<file path="src/hdl/mcps_ram.sv">
// Generic single-port write, single-port registered-read RAM.
// Used for the momentum table and the momentum map.
module mcps_ram #(
  parameter int unsigned Width = 8,
  parameter int unsigned Depth = 16
) (
  input  logic                     clk_i,
  input  logic                     we_i,
  input  logic [$clog2(Depth)-1:0] waddr_i,
  input  logic [Width-1:0]         wdata_i,
  input  logic [$clog2(Depth)-1:0] raddr_i,
  output logic [Width-1:0]         rdata_o
);
  logic [Width-1:0] mem_q [Depth];

  always_ff @(posedge clk_i) begin
    if (we_i) begin
      mem_q[waddr_i] <= wdata_i;
    end
    rdata_o <= mem_q[raddr_i];
  end
endmodule

</file>
<file path="config.mk">
export PLATFORM = sky130hd
export DESIGN_NAME = mcps_ram
export DESIGN_NICKNAME = d
export VERILOG_FILES = /design/src/hdl/mcps_ram.sv
export SDC_FILE = /design/constraint.sdc
export NUM_CORES = 1
export LEC_CHECK = 0
export BUFFER_PORTS_ARGS = -buffer_cell sky130_fd_sc_hd__buf_2
export CAP_MARGIN = 0
export CORE_ASPECT_RATIO = 0.9
export CORE_MARGIN = 1.5
export CORE_UTILIZATION = 55
export CTS_BUF_LIST = sky130_fd_sc_hd__clkbuf_16
export CTS_CLUSTER_SIZE = 40
export DETAILED_ROUTE_END_ITERATION = 10
export GPL_TIMING_DRIVEN = 0
export PLACE_DENSITY = 0.82
export SLEW_MARGIN = 20
export SYNTH_ARGS = -nofsm -noshare
export SYNTH_HDL_FRONTEND = slang
export SYNTH_SLANG_ARGS = --single-unit
</file>
<file path="constraint.sdc">
create_clock -name clk_i -period 2.8 [get_ports clk_i]
set_input_delay 0.84 -clock clk_i [delete_from_list [all_inputs] [get_ports clk_i]]
set_output_delay 0.84 -clock clk_i [all_outputs]
set_load 0.02 [all_outputs]
</file>
==> run metrics <==
top-count cell post-synth edfxtp_1; H-tree levels 4; DRT Wirelength 10.22 mm; first-pass detailed-route iteration total 4; max-slew headroom at the worst pin between 40% and 50%; clk_skew 0.007073 ns; Worst setup SP type input pin; Worst EP required between 2 and 3 ns; status finished clean; Area Growth Syn to Fin 18.28%; RSZ-0062 raised after global routing false; synthesized area between 5000 and 6000 um^2; CTS clock-pin slew for the worst setup and hold paths 0.06 ns; clk_lat worst skew 0.41 ns; hold worst-path end rdata_o[2]; multiplexer share of the synthesized area 15.02%; Initial Util 56.67%; adder-cell area share of the yosys netlist 0%; syn_nets 247; DRC Markers 0; Syn Area/Cell 22.48 um^2; switching share of power 20.17%; ANT cells 0; Post-synth EDFFs 128; Yosys reg bits 136; Avg WL per Cell 25.12 um; Total Routing Usage GR 22.80%; area of the multi-input gates 1077 um^2; Max IR drop VDD 0.5364 mV; ys async rst share 0%; vias per cell 6.054; sequential area share after synthesis 77.78%; sequential power share 46.2%; main combinational cell family by area after synthesis multiplexers; Setup crit end kind register; clock power share between 40% and 50%; Sink Count 136; Layout Nets 290; Root Buffer clkbuf_16; FF-to-FF Start mem_q[8][0]; final setup violation count 0; Max Freq 471.1 MHz; vias in the first global route 2619; max-slew violations 0; standard-cell rows 33; Port Buffers 24; initial antenna violation count 0; first-pass GRT wire length 15.45 mm; width of the die 105.0 um; Critical Path AT 2.15 ns; top cells by area, synth edfxtp_1 75%, mux4_2 7.9%, mux4_1 7.1%; proportion of layout cells with a drive suffix above 1 slightly above 30%; PostCTS Resize Cnt 0; routed vias 2464; peak fanout along the critical path 8; DP HPWL 6.030 mm; final worst-path cycle share 75.82%; Chip Height 94.78 um; Max-Cap Viols 0; Final Hold Violating Endpoints 0; Worst Hold Class reg -> reg; LEAKAGE 2.056 nW; final core utilization 67.02%; Setup WS post-layout 0.6771 ns; FILL cells 558; dpl ws between 0.2 and 0.3 ns; Synth Area in XOR/XNOR 0%; Power Internal 0.003953 W; kind of critical path in -> reg; simple-gate share of the synthesized area 3.184%; Top FF cell, synth edfxtp_1; RR Endpoint rdata_o[0]; FF-to-FF path depth 3; YS warnings 0; Iter 0 DRT Violations 244; compound-cell area share of the yosys netlist under 10%; largest buffer count on any clock path 2; postcts setup bufs 0; Logic pwr share 4.7%; hold path depth 3; Placed Area 5440 um^2; Synth area leader edfxtp_1; die area between 9000 and 10000 um^2; Synth top cells by count 128 x edfxtp_1, 18 x mux4_2, 16 x a22oi_1, 14 x mux4_1, 13 x nor2_1; largest net degree at the start of global routing 17; HP Start mem_q[8][2]; cts bufs inserted 17; power per cell area 813.4 nW/um^2; Yosys cell types 19; Sw Pwr 0.0009988 W; CTS tree built; # IOs 26; setup_tns 0 ns; register cell area after layout ~4000 um^2; placer congestion estimate 0.8123; Post-CTS Hold Buffers 0; Overflow after GRT 0; R2R Setup Slk 1.36 ns; worst-margin pin slew 0.8389 ns; Mapped Cells ~230; Finished Cell Area 6088 um^2; post-synth top area share roughly three quarters; Tmin final 2.123 ns; Routed Antenna Nets 0; core area 9084 um^2
## stage by stage
stage	total power, W	std cells	hold WS, ns
detailed placement	0.002561	375	0.6634
finish	0.004952	407	0.6750
floorplan	0.002460	229	0.6293
global placement	0.002547	375	0.6580
global route	0.005089	407	0.7122
CTS	0.004982	407	0.6773
## cell usage in the layout (no fill, tap or decap)
cell,netlist,final
edfxtp_1,128,128
buf_2,3,27
mux4_2,18,18
clkbuf_16,0,17
a22oi_1,16,16
mux4_1,14,14
nor2_1,13,13
nand2_1,9,9
dfxtp_1,8,8
bufinv_16,0,5
nor3_2,0,4
inv_6,0,4
buf_6,3,3
clkdlybuf4s25_2,3,3
nand3b_1,2,2
nand2b_1,2,2
clkinvlp_4,0,2
clkinv_2,0,2
nor2b_1,1,1
buf_4,1,1
and2_1,1,1
and2b_1,1,1
nand3_1,1,1
or3b_2,1,1
clkinv_1,0,1
clkinv_4,0,1
## power by group through the flow
stage	registers, W	clock network [W]	logic (W)
3_5_place_dp	0.00233	0	0.000231
5_1_grt	0.00229	0.00255	0.000249
2_1_floorplan	0.00234	0	0.000116
6_report	0.00229	0.00243	0.000234
4_1_cts	0.00229	0.00246	0.000234
3_3_place_gp	0.00233	0	0.000222
## flip-flops by register name (all words and copies together) (netlist names)
register / count
mem_q: 128
rdata_o: 8
## critical path, stage by stage
cell and delay [ns]:
buf_2 0.12, or3b_2 0.53, nor2_1 0.66
## metal layers
| metal | wire length [um] | vias up | GRT usage, % |
|---|---|---|---|
| met5 | 0 | - | 0 |
| met4 | 127 | 0 | 9.018 |
| met3 | 756 | 11 | 5.521 |
| met2 | 5226 | 119 | 37.80 |
| met1 | 4113 | 1278 | 29.70 |
| li1 | - | 1056 | - |
## cell families (layout without fill, tap and decap cells)
group,after synthesis,in the layout
flops,136,136
mux,32,32
compound gates,16,16
simple gates,35,35
buf+inv,10,66
## final cells by class
| cell class | instances | share of cell area (%) |
|---|---|---|
| sequential | 136 | 65.76 |
| multi-input combinational | 83 | 17.69 |
| clock buffer | 17 | 6.987 |
| clock inverter | 15 | 3.658 |
| tap | 122 | 2.507 |
| timing repair buffer | 24 | 1.973 |
| buffer | 10 | 1.418 |
## how the worst max path moves through the flow
stage | to | slack (ns) | start
2_1_floorplan | mem_q[0][0] | 0.47 | waddr_i[2]
3_3_place_gp | mem_q[0][7] | -0.04 | waddr_i[2]
3_5_place_dp | mem_q[2][0] | 0.27 | waddr_i[2]
4_1_cts | mem_q[2][5] | 0.66 | waddr_i[2]
5_1_grt | mem_q[2][5] | 0.63 | waddr_i[2]
6_report | mem_q[2][5] | 0.68 | waddr_i[2]
(Power assumes the default switching activity.)
